$ cat src/rtl/cmig_pkg.sv
// Package for the chaotic map index generator: widths, register indexes,
// fixed-point constants. No dependencies.
`timescale 1ns / 1ps
package cmig_pkg;
  localparam int unsigned MaxDim   = 4096;
  localparam int unsigned FracBits = 32;
  localparam int unsigned CfgW     = 32;
  localparam int unsigned CntW     = 13;
  localparam int unsigned IdxW     = 12;

  localparam logic [2:0] RegRate   = 3'd0;
  localparam logic [2:0] RegSeedX  = 3'd1;
  localparam logic [2:0] RegSeedY  = 3'd2;
  localparam logic [2:0] RegWarmup = 3'd3;
  localparam logic [2:0] RegMod    = 3'd4;
  localparam logic [2:0] RegLen    = 3'd5;

  localparam logic [31:0] Billion = 32'd1000000000;
endpackage

$ cat src/rtl/cmig_qmul.sv
// Bit-serial fixed-point multiplier: floor(a*b / 2^F) with saturation.
// One multiplier bit per cycle, shift-add. Uses cmig_pkg.
`timescale 1ns / 1ps
module cmig_qmul #(
  parameter int unsigned FracBits = cmig_pkg::FracBits
) (
  input  logic                  clk_i,
  input  logic                  rst_ni,
  input  logic                  start_i,
  input  logic [FracBits+2:0]   a_i,
  input  logic [FracBits+2:0]   b_i,
  output logic                  done_o,
  output logic [FracBits+2:0]   p_o
);
  localparam int unsigned OpW  = FracBits + 3;
  localparam int unsigned AccW = 2 * OpW;
  localparam int unsigned CntW = $clog2(OpW + 1);

  logic [AccW-1:0] acc_q, acc_d;
  logic [OpW-1:0]  mcand_q, mcand_d, mplier_q, mplier_d;
  logic [CntW-1:0] cnt_q, cnt_d;
  logic            busy_q, busy_d, done_q, done_d;
  logic [OpW:0]    upper;

  // One shift-add step per cycle, least significant multiplier bit first.
  always_comb begin
    acc_d = acc_q; mcand_d = mcand_q; mplier_d = mplier_q;
    cnt_d = cnt_q; busy_d = busy_q; done_d = 1'b0;
    upper = {1'b0, acc_q[AccW-1:OpW]} + (mplier_q[0] ? {1'b0, mcand_q} : '0);
    if (start_i) begin
      acc_d = '0; mcand_d = a_i; mplier_d = b_i;
      cnt_d = CntW'(OpW); busy_d = 1'b1;
    end else if (busy_q) begin
      acc_d    = {upper, acc_q[OpW-1:1]};
      mplier_d = mplier_q >> 1;
      cnt_d    = cnt_q - 1'b1;
      if (cnt_q == CntW'(1)) begin
        busy_d = 1'b0; done_d = 1'b1;
      end
    end
  end

  always_ff @(posedge clk_i or negedge rst_ni) begin
    if (!rst_ni) begin
      busy_q <= 1'b0; done_q <= 1'b0; cnt_q <= '0;
    end else begin
      busy_q <= busy_d; done_q <= done_d; cnt_q <= cnt_d;
    end
  end

  always_ff @(posedge clk_i) begin
    acc_q <= acc_d; mcand_q <= mcand_d; mplier_q <= mplier_d;
  end

  // Saturate when the shifted product exceeds the operand width.
  assign done_o = done_q;
  assign p_o = (|acc_q[AccW-1:FracBits+OpW]) ? '1 : acc_q[FracBits +: OpW];
endmodule

$ cat src/rtl/cmig_mod.sv
// Bit-serial restoring remainder of a wide value by a 13-bit modulus.
// One dividend bit per cycle. Uses cmig_pkg.
`timescale 1ns / 1ps
module cmig_mod #(
  parameter int unsigned NumW = cmig_pkg::FracBits + 3
) (
  input  logic                      clk_i,
  input  logic                      rst_ni,
  input  logic                      start_i,
  input  logic [NumW-1:0]           num_i,
  input  logic [cmig_pkg::CntW-1:0] den_i,
  output logic                      done_o,
  output logic [cmig_pkg::IdxW-1:0] rem_o
);
  localparam int unsigned RW = cmig_pkg::CntW + 1;
  localparam int unsigned CW = $clog2(NumW + 1);

  logic [NumW-1:0] num_q, num_d;
  logic [RW-1:0]   rem_q, rem_d, trial;
  logic [cmig_pkg::CntW-1:0] den_q, den_d;
  logic [CW-1:0]   cnt_q, cnt_d;
  logic            busy_q, busy_d, done_q, done_d;

  // Shift one dividend bit into the partial remainder and subtract if it fits.
  always_comb begin
    num_d = num_q; rem_d = rem_q; den_d = den_q;
    cnt_d = cnt_q; busy_d = busy_q; done_d = 1'b0;
    trial = {rem_q[RW-2:0], num_q[NumW-1]};
    if (start_i) begin
      num_d = num_i; rem_d = '0; cnt_d = CW'(NumW); busy_d = 1'b1;
      den_d = (den_i > cmig_pkg::CntW'(4096)) ? cmig_pkg::CntW'(4096) : den_i;
    end else if (busy_q) begin
      num_d = num_q << 1;
      rem_d = (trial >= {1'b0, den_q}) ? trial - {1'b0, den_q} : trial;
      cnt_d = cnt_q - 1'b1;
      if (cnt_q == CW'(1)) begin
        busy_d = 1'b0; done_d = 1'b1;
      end
    end
  end

  always_ff @(posedge clk_i or negedge rst_ni) begin
    if (!rst_ni) begin
      busy_q <= 1'b0; done_q <= 1'b0; cnt_q <= '0;
    end else begin
      busy_q <= busy_d; done_q <= done_d; cnt_q <= cnt_d;
    end
  end

  always_ff @(posedge clk_i) begin
    num_q <= num_d; rem_q <= rem_d; den_q <= den_d;
  end

  // A zero modulus gives zero.
  assign done_o = done_q;
  assign rem_o  = (den_q == '0) ? '0 : rem_q[cmig_pkg::IdxW-1:0];
endmodule

$ cat src/rtl/chaotic_map_index_generator.sv
// Chaotic map index generator: coupled 2D logistic map in fixed point.
// Depends on cmig_pkg, cmig_qmul and cmig_mod.
// Each request runs 7 multiplies on the shared multiplier and one modulo; a restart,
// or the first request after reset, adds warmup_count*6 multiplies.
// One request at a time: a new one is taken only after the result is accepted.
// Reset restores defaults.
`timescale 1ns / 1ps
module chaotic_map_index_generator #(
  parameter int unsigned FracBits = cmig_pkg::FracBits
) (
  input  logic                      clk_i,
  input  logic                      rst_ni,
  input  logic                      cfg_we_i,
  input  logic [2:0]                cfg_index_i,
  input  logic [cmig_pkg::CfgW-1:0] cfg_data_i,
  input  logic                      valid_i,
  output logic                      ready_o,
  input  logic                      restart_i,
  output logic                      valid_o,
  input  logic                      ready_i,
  output logic [cmig_pkg::IdxW-1:0] index_value_o,
  output logic                      last_o
);
  localparam int unsigned OpW = FracBits + 3;
  localparam logic [OpW-1:0] One = OpW'(1) << FracBits;

  typedef enum logic [6:0] {
    StIdle  = 7'b0000001,
    StMul1  = 7'b0000010,
    StMul2  = 7'b0000100,
    StMul3  = 7'b0001000,
    StScale = 7'b0010000,
    StMod   = 7'b0100000,
    StOut   = 7'b1000000
  } state_e;

  state_e state_q, state_d;
  logic [30:0] rate_q;
  logic [31:0] seedx_q, seedy_q;
  logic [5:0]  warm_q, wleft_q, wleft_d;
  logic [cmig_pkg::CntW-1:0] mod_q, len_q, cnt_q, cnt_d, next_cnt;
  logic [FracBits-1:0] x_q, x_d, y_q, y_d;
  logic primed_q, primed_d, ysel_q, ysel_d, last_q, last_d;
  logic [OpW-1:0] prod_q, prod_d, a_op, b_op, mul_p, rate_al, cur, oth;
  logic [FracBits-1:0] sat;
  logic mul_go_q, mul_go_d, mod_go_q, mod_go_d, mul_done, mod_done;
  logic [cmig_pkg::IdxW-1:0] rem;

  // Align Q0.32 seeds and Q1.30 rate to F fraction bits.
  function automatic logic [FracBits-1:0] al32(input logic [31:0] v);
    logic [FracBits+31:0] w;
    w = {v, FracBits'(0)};
    return w[FracBits+31 -: FracBits];
  endfunction
  assign rate_al = OpW'({rate_q, FracBits'(0)} >> 30);

  // Unit start pulses are registered, so they arrive in the same cycle as the new state, once the operands are settled.
  cmig_qmul #(.FracBits(FracBits)) u_mul (
    .clk_i, .rst_ni, .start_i(mul_go_q), .a_i(a_op), .b_i(b_op),
    .done_o(mul_done), .p_o(mul_p)
  );
  cmig_mod #(.NumW(OpW)) u_mod (
    .clk_i, .rst_ni, .start_i(mod_go_q), .num_i(prod_q), .den_i(mod_q),
    .done_o(mod_done), .rem_o(rem)
  );

  // Coordinate being updated and its partner.
  assign cur = ysel_q ? OpW'(y_q) : OpW'(x_q);
  assign oth = ysel_q ? OpW'(x_q) : OpW'(y_q);
  assign sat = (mul_p >= One) ? '1 : mul_p[FracBits-1:0];
  assign next_cnt = cnt_q + 1'b1;

  // Operand selection for the shared multiplier.
  always_comb begin
    case (state_q)
      StMul1:  begin a_op = rate_al; b_op = OpW'(3) * oth + One; end
      StMul2:  begin a_op = prod_q;  b_op = cur; end
      StMul3:  begin a_op = prod_q;  b_op = One - cur; end
      StScale: begin a_op = OpW'(x_q); b_op = OpW'(cmig_pkg::Billion); end
      default: begin a_op = '0; b_op = '0; end
    endcase
  end

  // Sequencer: restart load, warm-up steps, request step, scale, modulo.
  always_comb begin
    state_d = state_q; x_d = x_q; y_d = y_q; wleft_d = wleft_q;
    primed_d = primed_q; ysel_d = ysel_q; prod_d = prod_q;
    cnt_d = cnt_q; last_d = last_q; mul_go_d = 1'b0; mod_go_d = 1'b0;
    case (state_q)
      StIdle: begin
        if (valid_i) begin
          if (restart_i || !primed_q) begin
            x_d = al32(seedx_q); y_d = al32(seedy_q);
            wleft_d = warm_q; primed_d = 1'b1; cnt_d = '0;
          end else begin
            wleft_d = '0;
          end
          ysel_d = 1'b0; mul_go_d = 1'b1; state_d = StMul1;
        end
      end
      StMul1: if (mul_done) begin
        prod_d = mul_p; mul_go_d = 1'b1; state_d = StMul2;
      end
      StMul2: if (mul_done) begin
        prod_d = mul_p; mul_go_d = 1'b1; state_d = StMul3;
      end
      StMul3: if (mul_done) begin
        if (ysel_q) y_d = sat; else x_d = sat;
        ysel_d = ~ysel_q; mul_go_d = 1'b1;
        if (!ysel_q) state_d = StMul1;
        else if (wleft_q != '0) begin
          wleft_d = wleft_q - 1'b1; state_d = StMul1;
        end else state_d = StScale;
      end
      StScale: if (mul_done) begin
        prod_d = mul_p; mod_go_d = 1'b1; state_d = StMod;
      end
      StMod: if (mod_done) begin
        last_d = (next_cnt == len_q);
        cnt_d = last_d ? '0 : next_cnt;
        state_d = StOut;
      end
      StOut: if (ready_i) state_d = StIdle;
      default: state_d = StIdle;
    endcase
  end

  always_ff @(posedge clk_i or negedge rst_ni) begin
    if (!rst_ni) begin
      state_q <= StIdle; x_q <= '0; y_q <= '0; primed_q <= 1'b0;
      cnt_q <= '0; wleft_q <= '0; ysel_q <= 1'b0; last_q <= 1'b0;
      mul_go_q <= 1'b0; mod_go_q <= 1'b0;
      rate_q <= 31'd1234803098; seedx_q <= 32'h8000_0000;
      seedy_q <= 32'h8000_0000; warm_q <= 6'd10;
      mod_q <= 13'd4096; len_q <= 13'd4096;
    end else begin
      state_q <= state_d; x_q <= x_d; y_q <= y_d; primed_q <= primed_d;
      cnt_q <= cnt_d; wleft_q <= wleft_d; ysel_q <= ysel_d; last_q <= last_d;
      mul_go_q <= mul_go_d; mod_go_q <= mod_go_d;
      // Configuration writes.
      if (cfg_we_i) begin
        case (cfg_index_i)
          cmig_pkg::RegRate:   rate_q  <= cfg_data_i[30:0];
          cmig_pkg::RegSeedX:  seedx_q <= cfg_data_i;
          cmig_pkg::RegSeedY:  seedy_q <= cfg_data_i;
          cmig_pkg::RegWarmup: warm_q  <= cfg_data_i[5:0];
          cmig_pkg::RegMod:    mod_q   <= cfg_data_i[12:0];
          cmig_pkg::RegLen:    len_q   <= cfg_data_i[12:0];
          default: ;
        endcase
      end
    end
  end

  // Result register, held in the output state.
  logic [cmig_pkg::IdxW-1:0] idx_q;
  always_ff @(posedge clk_i) begin
    prod_q <= prod_d;
    if (state_q == StMod && mod_done) idx_q <= rem;
  end

  assign ready_o       = (state_q == StIdle);
  assign valid_o       = (state_q == StOut);
  assign index_value_o = idx_q;
  assign last_o        = last_q;
endmodule
$ cat config.mk
export PLATFORM = sky130hd
export DESIGN_NAME = chaotic_map_index_generator
export DESIGN_NICKNAME = d
export VERILOG_FILES = /design/src/rtl/cmig_pkg.sv /design/src/rtl/cmig_qmul.sv /design/src/rtl/cmig_mod.sv /design/src/rtl/chaotic_map_index_generator.sv
export SDC_FILE = /design/constraint.sdc
export NUM_CORES = 1
export LEC_CHECK = 0
export CORE_ASPECT_RATIO = 0.6
export CORE_MARGIN = 1
export CORE_UTILIZATION = 45
export DETAILED_ROUTE_END_ITERATION = 16
export DONT_BUFFER_PORTS = 1
export GPL_TIMING_DRIVEN = 0
export PLACE_DENSITY = 0.65
export SYNTH_ARGS = -nofsm -noshare
export SYNTH_HDL_FRONTEND = slang
export SYNTH_SLANG_ARGS = --single-unit
$ cat constraint.sdc
create_clock -name clk_i -period 6.1 [get_ports clk_i]
set_clock_uncertainty 0.15 [all_clocks]
set_input_delay 0.305 -clock clk_i [delete_from_list [all_inputs] [get_ports clk_i]]
set_output_delay 0.305 -clock clk_i [all_outputs]
set_load 0.05 [all_outputs]
# Word level (Yosys, flattened, before mapping)
# Index checks and enable logic that the tools add are counted.
[word_totals]
input_bits = 41
word_cells = 164
reg_bits = 486
output_inout_bits = 15
[op_classes]
multipliers = 1
eq_ne = 26
mux = 66
n_bitwise = 1
n_lt_le_gt_ge = 3
reduce_logical = 29
add_sub_neg = 8
[ops]
columns = ["op", "n"]
rows = [
  ["2-to-1 mux 32 bit", 11],
  ["2-to-1 mux 35 bit", 6],
  ["one-hot mux 35 bit (4 select lines)", 1],
  ["one-hot mux 32 bit (2 select lines)", 2],
  ["one-hot mux 35 bit (3 select lines)", 1],
  ["2-to-1 mux 13 bit", 5],
  ["2-to-1 mux 6 bit", 9],
  ["2-to-1 mux 7 bit", 7],
  ["one-hot mux 7 bit (7 select lines)", 1],
  ["adder 35 x 36 -> 36 bit", 1],
  ["adder 34 x 33 -> 35 bit, second input constant", 1],
  ["greater-or-equal comparator 35 x 33 -> 1 bit, second input constant", 1],
  ["multiplier 2 x 32 -> 34 bit, first input constant", 1],
  ["subtractor 33 x 32 -> 34 bit, first input constant", 1],
  ["one-hot mux 13 bit (2 select lines)", 1],
  ["subtractor 6 x 1 -> 6 bit, second input constant", 3],
  ["2-to-1 mux 1 bit", 17],
  ["AND reduction 2 bit", 8],
  ["AND reduction 5 bit", 3],
  ["greater-or-equal comparator 14 x 13 -> 1 bit", 1],
  ["inequality test 2 x 1 -> 1 bit, second input constant", 7],
  ["adder 13 x 1 -> 13 bit, second input constant", 1],
  ["equality test 13 bit", 1],
  ["> comparator 13 bit, second input constant", 1],
  ["29 further kinds", 43],
]

# Logic depth before layout (Yosys ltp)
# Gate-level depths: netlist of run 1.
[depth]
word_depth = 7
mapped_depth = 20
mapped_depth_nobuf = 14

# Modules after synthesis
# From an unflattened synthesis of run 1, not the netlist that was laid out.
[hier_totals]
hier_cells = 2427
hier_area_um2 = 25832.3
[by_module_without_submodules]
columns = ["module", "n_inst", "cells_each", "seq_area_each_um2", "area_each_um2"]
rows = [
  ["chaotic_map_index_generator", 1, 1495, 6994.2, 15571.2],
  ["cmig_qmul", 1, 597, 3062.9, 6535.0],
  ["cmig_mod", 1, 335, 1901.8, 3726.1],
]

# Worst setup path after synthesis of run 1
# No wires, ideal clock.
[synth_timing]
kind = "register to register"
from = "register ysel_q"
to = "register u_mul.mplier_q[30], data pin"
synth_period_minus_slack_ns = 5.106
path_slack_ns = 0.994
stages_incl_launch_ff = 21
t_required_ns = 5.689
t_arrival_ns = 4.695
setup_time_ns = 0.261
path_buffers = 8
path_cell_list = "dfrtp_1 -> buf_6 -> buf_6 -> buf_2 -> buf_2 -> buf_2 -> buf_1 -> buf_2 -> mux2_2 -> ha_1 -> ha_1 -> buf_2 -> and3_1 -> nor2b_1 -> a211oi_1 -> nor3b_1 -> nor3_1 -> o31ai_2 -> a221oi_1 -> mux2i_1 -> nand3_1"
[synth_via]
elab_chain_cells = 5
word_cells_on_any_way = 7
classes_between = "add/sub: 2; mul: 1; mux: 4"
[synth_lines]
columns = ["item", "line_no", "text"]
rows = [
  ["start: declaration", "chaotic_map_index_generator.sv:43", "logic primed_q, primed_d, ysel_q, ysel_d, last_q, last_d;"],
  ["start signal: assignment", "chaotic_map_index_generator.sv:138", "cnt_q <= cnt_d; wleft_q <= wleft_d; ysel_q <= ysel_d; last_q <= last_d;"],
  ["2-to-1 mux 32 bit", "chaotic_map_index_generator.sv:69", "assign oth = ysel_q ? OpW'(x_q) : OpW'(y_q);"],
  ["multiplier 2 x 32 -> 34 bit", "chaotic_map_index_generator.sv:76", "StMul1: begin a_op = rate_al; b_op = OpW'(3) * oth + One; end"],
  ["adder 34 x 33 -> 35 bit", "chaotic_map_index_generator.sv:76", ""],
  ["one-hot mux 35 bit (4 select lines) (*)", "chaotic_map_index_generator.sv:75", "case (state_q)"],
  ["2-to-1 mux 35 bit (*)", "cmig_qmul.sv:30", "if (start_i) begin"],
  ["via u_mul.mplier_d[30]", "cmig_qmul.sv:20", "logic [OpW-1:0] mcand_q, mcand_d, mplier_q, mplier_d;"],
  ["end signal: assignment", "cmig_qmul.sv:52", "acc_q <= acc_d; mcand_q <= mcand_d; mplier_q <= mplier_d;"],
  ["end: declaration", "cmig_qmul.sv:20", ""],
]
# The timed path passes the listed nets; every way through them passes the cells marked *.
# A chain may end at the register's enable or synchronous reset.

# Worst setup path after layout of run 1
[layout_timing]
from = "register ysel_q"
to = "register u_mul.mplier_q[27], data pin"
# The elaborated chain is that of the path after synthesis.

==> reports/qor.json, run 1 <==
{
  "timing": {
    "timing.hold.ws_ps": 93.3,
    "finalSetupTns_ps": 0,
    "hold_violations": 0,
    "transition_time_at_the_pin_with_the_least_slew_margin_ps": 1340,
    "drv_slew": 0,
    "final_worst_path_period_need_ps": 5830,
    "timing.final.setup_violations": 0,
    "final.period_utilization_pct": 95.6,
    "timing.max_slew.rel_slack_pct": 9.40,
    "rsz0062_at_grt": "no",
    "max_clock_freq_mhz": 171
  },
  "power": {
    "peakVddDrop_mv": 0.281,
    "total_leakage_power_nw": 11.4,
    "post-layout-total-power_mw": 13.9,
    "power-per-cell-area_nw_per_um2": 489
  },
  "worst_setup_path": {
    "path_max_fanout": 19,
    "cp_max_delay_cell": "sky130_fd_sc_hd__mux2_2",
    "worstPathBufferInverterCount": 6,
    "cp_data_arrival_time_ps": 5950,
    "startpoint": "ysel_q",
    "cp_cell_sequence": "buf_6 > buf_6 > buf_2 > buf_2 > clkbuf_4 > buf_2 > mux2_2 > ha_1 > ha_1 > a21oi_1 > o211ai_1 > a21oi_1 > nand2_1 > a311oi_1 > a21oi_1 > nor3b_1 > o31ai_2 > a221oi_2",
    "critPathMaxStageDelay_ps": 440,
    "setup.reg_to_reg.worst_slack_ps": 270,
    "crit-reg2reg-launch": "ysel_q",
    "r2r-end": "u_mul.mplier_q[27]",
    "critPathRequiredTime_ps": 6220,
    "path_class": "reg2reg",
    "worstSetupStartpointType": "flop",
    "rr_worst_depth": 18,
    "cp-end-kind": "flop",
    "crit_family": "compound AO/OA/AOI/OAI gates"
  },
  "logic_synthesis": {
    "yosysWarningCount": 0,
    "synth_edf_count": 165,
    "synth_area_um2": 25300,
    "synthCells": 2448,
    "synth_register_bits": 454,
    "postSynth.topFlopCell": "sky130_fd_sc_hd__dfrtp_1",
    "synth_seq_area_share_pct": 47.2,
    "synth_async_sr_flop_share_pct": 52.4,
    "ys_types": 85,
    "synth_area_per_cell_um2": 10.4,
    "synthesis.nets": 2609
  },
  "floorplanning": {
    "die_y_um": 186,
    "dieArea_um2": 57300,
    "core_area_um2": 54900,
    "io-pin-count": 56,
    "starting_density_pct": 46.2,
    "die_w_um": 308,
    "number_of_rows_created_at_floorplan": 66
  },
  "layout": {
    "share_of_final_layout_standard_cells_stronger_than_drive_strength_1_pct": 13.3,
    "final_common_cell": "sky130_fd_sc_hd__nand2_1",
    "num-nets-final": 2699,
    "final_cell_mix": "sky130_fd_sc_hd__nand2_1 (234), sky130_fd_sc_hd__dfrtp_1 (215), sky130_fd_sc_hd__mux2_2 (205)",
    "layout.cells.non_filler": 3326,
    "postLayoutCellArea_um2": 28300,
    "final-seq-area_um2": 12000,
    "total_area_of_multi_input_combinational_cells_um2": 12700,
    "fillCellCount": 4886,
    "area_growth_pct": 11.8
  },
  "cts": {
    "clkTransAtPathRegs_ps": 60,
    "clkLatencyLatePin_ps": 580,
    "cts_post_setup_buffers_inserted": 0,
    "max_buffers_root_to_sink": 3,
    "clock-root-buffer": "sky130_fd_sc_hd__clkbuf_16",
    "cts-htree-levels": 2,
    "cts-buffers-inserted": 46,
    "clock-sinks": 454,
    "cts_tree": "yes"
  },
  "min_path": {
    "holdPathEnd": "warm_q[4]",
    "hold_depth": 2,
    "hold_path_startpoint": "cfg_index_i[0]",
    "hp_class": "in2reg"
  },
  "routing": {
    "route.antenna.remaining_nets": 0,
    "vias_per_cell": 6.03,
    "drt-pass1-iter-count": 5,
    "postRouteWirelength_um": 77100,
    "drt-wirelength-per-cell_um": 23.2,
    "route.vias.total": 20056,
    "post-route-drc-count": 0,
    "initialDrtViolationCount": 2332
  },
  "global_routing": {
    "grt_first_pass_wirelength_um": 116000,
    "grt_pass1_vias": 19133,
    "largest_net_degree_at_the_start_of_global_routing": 239,
    "antenna_violations_before_repair": 2,
    "grtUsageTotal_pct": 26.9,
    "gr-total-overflow": 0
  },
  "placed_design": {
    "placed_cell_area_um2": 26300,
    "detailed_placer_s_ending_hpwl_um": 58000,
    "gp_routability_congestion": 0.918,
    "numPortBuffers": 0,
    "dp.cells": 3198
  },
  "run_status": {
    "outcome": "finished clean"
  },
  "run": {
    "timing.max_cap.violations": 0
  }
}
-- what timing repair did --
| item | 4_1_cts | 5_1_grt |
|---|---|---|
| endpoints found under the hold margin | 370 | 0 |
| hold buffers | 41 | 0 |
| setup endpoints to repair | 5 | 5 |
| resized for setup | 0 | 3 |
-- where the power goes --
part | switching, mW | internal (mW)
clock | 1.23 | 1.70
combinational | 3.62 | 2.30
sequential | 0.920 | 4.09
-- cells in the mapped netlist (29+ instances only) --
library cell / instances / area share, %
sky130_fd_sc_hd__o21ai_1: 37 / 0.73
sky130_fd_sc_hd__a22oi_1: 32 / 0.95
sky130_fd_sc_hd__xnor2_1: 58 / 2.0
sky130_fd_sc_hd__nor2_1: 172 / 2.5
sky130_fd_sc_hd__edfxtp_1: 165 / 20
sky130_fd_sc_hd__nand2b_1: 52 / 1.3
sky130_fd_sc_hd__nor2b_1: 29 / 0.72
sky130_fd_sc_hd__dfxtp_1: 51 / 4.0
sky130_fd_sc_hd__o22ai_1: 71 / 1.8
sky130_fd_sc_hd__nor3_1: 37 / 0.73
sky130_fd_sc_hd__inv_1: 46 / 0.68
sky130_fd_sc_hd__mux2i_1: 50 / 2.0
sky130_fd_sc_hd__ha_1: 117 / 5.8
sky130_fd_sc_hd__mux2_2: 205 / 9.1
sky130_fd_sc_hd__a21oi_1: 122 / 2.4
sky130_fd_sc_hd__and2_1: 62 / 1.5
sky130_fd_sc_hd__dfrtp_1: 216 / 21
sky130_fd_sc_hd__nand2_1: 234 / 3.5
sky130_fd_sc_hd__nand3_1: 45 / 0.89
sky130_fd_sc_hd__o21ai_0: 114 / 2.3
sky130_fd_sc_hd__xor2_1: 47 / 1.6
sky130_fd_sc_hd__clkbuf_1: 107 / 1.6
sky130_fd_sc_hd__a21o_1: 36 / 1.1
-- state kept, by name, summed over array words and instances (netlist names), 6 cells and up --
signal	count
warm_q	6
u_mod.num_q	35
u_mul.acc_q	38
seedx_q	32
index_value_o	12
u_mod.cnt_q	6
wleft_q	6
u_mod.rem_q	13
mod_q	13
seedy_q	32
len_q	13
u_mod.den_q	13
state_q	7
u_mul.mcand_q	35
rate_q	31
prod_q	35
x_q	32
u_mul.mplier_q	35
cnt_q	13
y_q	32
u_mul.cnt_q	6
-- worst reg2reg max path: stages, from the launching register on --
cell and delay [ps]:
sky130_fd_sc_hd__dfrtp_1 360, sky130_fd_sc_hd__buf_6 150, sky130_fd_sc_hd__buf_6 150, sky130_fd_sc_hd__buf_2 300, sky130_fd_sc_hd__buf_2 340, sky130_fd_sc_hd__clkbuf_4 380, sky130_fd_sc_hd__buf_2 300, sky130_fd_sc_hd__mux2_2 440
sky130_fd_sc_hd__ha_1 310, sky130_fd_sc_hd__ha_1 340, sky130_fd_sc_hd__a21oi_1 260, sky130_fd_sc_hd__o211ai_1 140, sky130_fd_sc_hd__a21oi_1 320, sky130_fd_sc_hd__nand2_1 190, sky130_fd_sc_hd__a311oi_1 440, sky130_fd_sc_hd__a21oi_1 200
sky130_fd_sc_hd__nor3b_1 180, sky130_fd_sc_hd__o31ai_2 410, sky130_fd_sc_hd__a221oi_2 140
-- cells by family (layout without fill, tap and decap cells) --
logic type	after synthesis	in the layout	share of synthesized area, %
fa+ha+maj	120	120	6.01
simple gates	745	745	14.5
flops	454	454	47.2
other cells	0	3	0
xor+xnor	105	105	3.63
mux	258	258	11.2
compound gates	586	586	14.7
buf+inv	180	307	2.77
-- worst max-delay path by stage --
stage	to	slack (ps)	cells past startpoint
6_report	u_mul.mplier_q[27]	270	18
3_5_place_dp	u_mul.mplier_q[27]	-130	19
4_1_cts	u_mul.mplier_q[27]	200	18
3_3_place_gp	u_mul.mplier_q[30]	30	19
5_1_grt	u_mul.mplier_q[33]	5	19
2_1_floorplan	u_mul.mplier_q[30]	990	20
-- through the flow --
step	worst slack [ps]	util, %
after CTS	200	51.5
after floorplan	994	-
after global placement	31.0	47.9
after detailed placement	-130	48.0
after global routing	4.88	51.6
final	267	51.6
-- cell type report --
class / instances / area share, %
inverter: 46 / 0.610
multi-input combinational: 1814 / 44.8
sequential: 454 / 42.2
antenna: 3 / 0.0265
clock inverter: 19 / 0.724
buffer: 133 / 1.87
tap: 748 / 3.30
clock buffer: 66 / 4.72
timing repair buffer: 43 / 1.70
-- layer usage --
metal  up-vias  track usage (%)  wire length (um)
li1       9156                -                 -
met1      9900             43.0             37800
met2       914             36.3             30000
met3        86             5.72              8100
met4         0             5.61              1250
met5         -                0                 0
(Power assumes the default switching activity.)
==> run 2: changes to the inputs <==
--- a/config.mk
+++ b/config.mk
@@ -11,7 +11,7 @@
 export DETAILED_ROUTE_END_ITERATION = 16
 export DONT_BUFFER_PORTS = 1
 export GPL_TIMING_DRIVEN = 0
-export PLACE_DENSITY = 0.65
+export PLACE_DENSITY = 0.67
 export SYNTH_ARGS = -nofsm -noshare
 export SYNTH_HDL_FRONTEND = slang
 export SYNTH_SLANG_ARGS = --single-unit
==> constraint.sdc (replaced) <==
create_clock -name clk_i -period 5.3 [get_ports clk_i]
set_clock_uncertainty 0.15 [all_clocks]
set_input_delay 0.795 -clock clk_i [delete_from_list [all_inputs] [get_ports clk_i]]
set_output_delay 0.795 -clock clk_i [all_outputs]
set_load 0.05 [all_outputs]
==> run 2 against run 1 <==
  * The flow now finishes with violations (negative hold slack)
  * Largest cell class unchanged
  * Clock-buffer cell count decreased by 2
  * Final area shrank 1.7%
  * Total power is 14% higher
  * Sequential share of layout area increased by 0.73 points
  * Combinational power increased by 14%
  * Via count shrank 1.1%
  * Utilization down 0.88 points
  * Highest routed layer unchanged
  * Flip-flop and latch count stayed put
==> reports/qor.json, run 2 (synthesis gave the netlist of run 1 again) <==
{
  "run_status": {
    "outcome": "finished with violations",
    "violations_in_the_final_reports": "negative hold slack"
  },
  "power": {
    "peakVddDrop_mv": 0.254,
    "post-layout-total-power_mw": 15.8,
    "power-per-cell-area_nw_per_um2": 567,
    "total_leakage_power_nw": 11.2
  },
  "cts": {
    "cts-htree-levels": 2,
    "cts-buffers-inserted": 45,
    "cts_tree": "yes",
    "max_buffers_root_to_sink": 3,
    "clkTransAtPathRegs_ps": 70,
    "clock-root-buffer": "sky130_fd_sc_hd__clkbuf_16",
    "clkLatencyLatePin_ps": 580,
    "clock-sinks": 454
  },
  "layout": {
    "layout.cells.non_filler": 3278,
    "final_common_cell": "sky130_fd_sc_hd__nand2_1",
    "num-nets-final": 2654,
    "final_util_pct": 50.7,
    "largest_reg_flops": 38,
    "share_of_final_layout_standard_cells_stronger_than_drive_strength_1_pct": 13.5,
    "area_growth_pct": 9.86,
    "final_cell_mix": "sky130_fd_sc_hd__nand2_1 (234), sky130_fd_sc_hd__dfrtp_1 (215), sky130_fd_sc_hd__mux2_2 (205)",
    "fillCellCount": 4903,
    "largest-register": "u_mul.acc_q"
  },
  "placed_design": {
    "detailed_placer_s_ending_hpwl_um": 57300,
    "dp.cells": 3197,
    "numPortBuffers": 0,
    "placement.setup.worst_slack_ps": -929,
    "gp_routability_congestion": 0.927
  },
  "global_routing": {
    "grt_pass1_vias": 18876,
    "groute.layer.met1.usage_pct": 41.9,
    "antenna_violations_before_repair": 1,
    "grtUsageTotal_pct": 26.6,
    "groute.layer.met2.usage_pct": 36.1,
    "largest_net_degree_at_the_start_of_global_routing": 239,
    "grt_first_pass_wirelength_um": 115000,
    "gr-total-overflow": 0,
    "grt_util_met3_pct": 6.77,
    "global_route.peak_usage_layer": "met1"
  },
  "floorplanning": {
    "die_w_um": 308,
    "io-pin-count": 56,
    "core_area_um2": 54900,
    "number_of_rows_created_at_floorplan": 66,
    "starting_density_pct": 46.2,
    "dieArea_um2": 57300,
    "die_y_um": 186
  },
  "routing": {
    "initialDrtViolationCount": 2120,
    "route.vias.total": 19837,
    "drt-pass1-iter-count": 5,
    "vias_per_cell": 6.05,
    "postRouteWirelength_um": 76000,
    "post-route-drc-count": 0,
    "route.antenna.remaining_nets": 0,
    "drt-wirelength-per-cell_um": 23.2
  },
  "timing": {
    "rsz0062_at_grt": "no",
    "timing.final.setup_violations": 0,
    "final_critical_path_setup_slack_ps": 370,
    "timing.max_slew.rel_slack_pct": 16.2,
    "hold_violations": 216,
    "drv_slew": 0,
    "max_clock_freq_mhz": 203,
    "final_worst_path_period_need_ps": 4930,
    "transition_time_at_the_pin_with_the_least_slew_margin_ps": 1250,
    "timing.hold.ws_ps": -213,
    "final.period_utilization_pct": 93.0
  },
  "worst_setup_path": {
    "worstSetupStartpointType": "flop",
    "critPathRequiredTime_ps": 5440,
    "setup.reg_to_reg.worst_slack_ps": 370,
    "path_class": "reg2reg",
    "cp_data_arrival_time_ps": 5070,
    "rr_worst_depth": 16,
    "cp-end-kind": "flop",
    "path_max_fanout": 28,
    "crit-reg2reg-launch": "ysel_q",
    "r2r-end": "u_mul.mplier_q[27]"
  },
  "run": {
    "timing.max_cap.violations": 0
  },
  "min_path": {
    "hp_class": "in2async"
  }
}
[run 2: area by class of cell]
| cell class | count | area, um2 | share of cell area, % |
|---|---|---|---|
| tap | 748 | 936 | 3.36 |
| multi-input combinational | 1814 | 12700 | 45.8 |
| inverter | 46 | 173 | 0.620 |
| buffer | 131 | 522 | 1.87 |
| timing repair buffer | 1 | 20.0 | 0.0719 |
| clock inverter | 19 | 205 | 0.737 |
| sequential | 454 | 12000 | 43.0 |
| antenna | 1 | 2.50 | 0.00899 |
| clock buffer | 64 | 1280 | 4.59 |
[run 2: worst max path at each step]
stage | slack, ps | endpoint | startpoint
after global placement | -770 | u_mul.mplier_q[27] | ysel_q
after CTS | 10 | u_mul.mplier_q[26] | ysel_q
after floorplan | 190 | u_mul.mplier_q[30] | ysel_q
after global routing | 20 | u_mul.mplier_q[27] | ysel_q
after detailed placement | -930 | u_mul.mplier_q[30] | ysel_q
final | 370 | u_mul.mplier_q[27] | ysel_q
[run 2: per-layer routing]
| metal | wire [um] | part of all wire [%] |
|---|---|---|
| met5 | 0 | 0 |
| met4 | 1250 | 1.6 |
| met2 | 29400 | 39 |
| met1 | 37200 | 49 |
| met3 | 8160 | 11 |
[run 2: repair_timing]
| action | 4_1_cts | 5_1_grt |
|---|---|---|
| pin swaps | 0 | 1 |
| hold endpoints to repair | 235 | 218 |
| setup buffers | 0 | 0 |
| gates resized for setup | 12 | 2 |
| endpoints found under the setup margin | 26 | 12 |
[run 2: per-stage QoR]
step	TNS, ps	area, um2
after detailed placement	-10520	26300
final	0	27800
after floorplan	0	25300
after global routing	0	27800
after CTS	0	27800
after global placement	-7780	26300
[run 2: critical path, cell delays in order, from the launching register on]
cell	delay (ps)
sky130_fd_sc_hd__dfrtp_1	350
sky130_fd_sc_hd__buf_6	150
sky130_fd_sc_hd__buf_6	210
sky130_fd_sc_hd__buf_4	370
sky130_fd_sc_hd__buf_4	260
sky130_fd_sc_hd__mux2_2	400
sky130_fd_sc_hd__ha_1	310
sky130_fd_sc_hd__ha_1	340
sky130_fd_sc_hd__o21ai_0	250
sky130_fd_sc_hd__o21ai_0	140
sky130_fd_sc_hd__a21oi_2	270
sky130_fd_sc_hd__nand2_1	180
sky130_fd_sc_hd__a311oi_2	350
sky130_fd_sc_hd__a21oi_1	170
sky130_fd_sc_hd__nor3b_1	170
sky130_fd_sc_hd__o31ai_2	410
sky130_fd_sc_hd__a221oi_2	130
[run 2: power breakdown]
part | internal (mW) | switching [mW] | leakage (nW)
sequential | 4.71 | 1.07 | 4.83
combinational | 2.62 | 4.12 | 5.65
clock | 1.84 | 1.42 | 0.727
total | 9.16 | 6.61 | 11.2
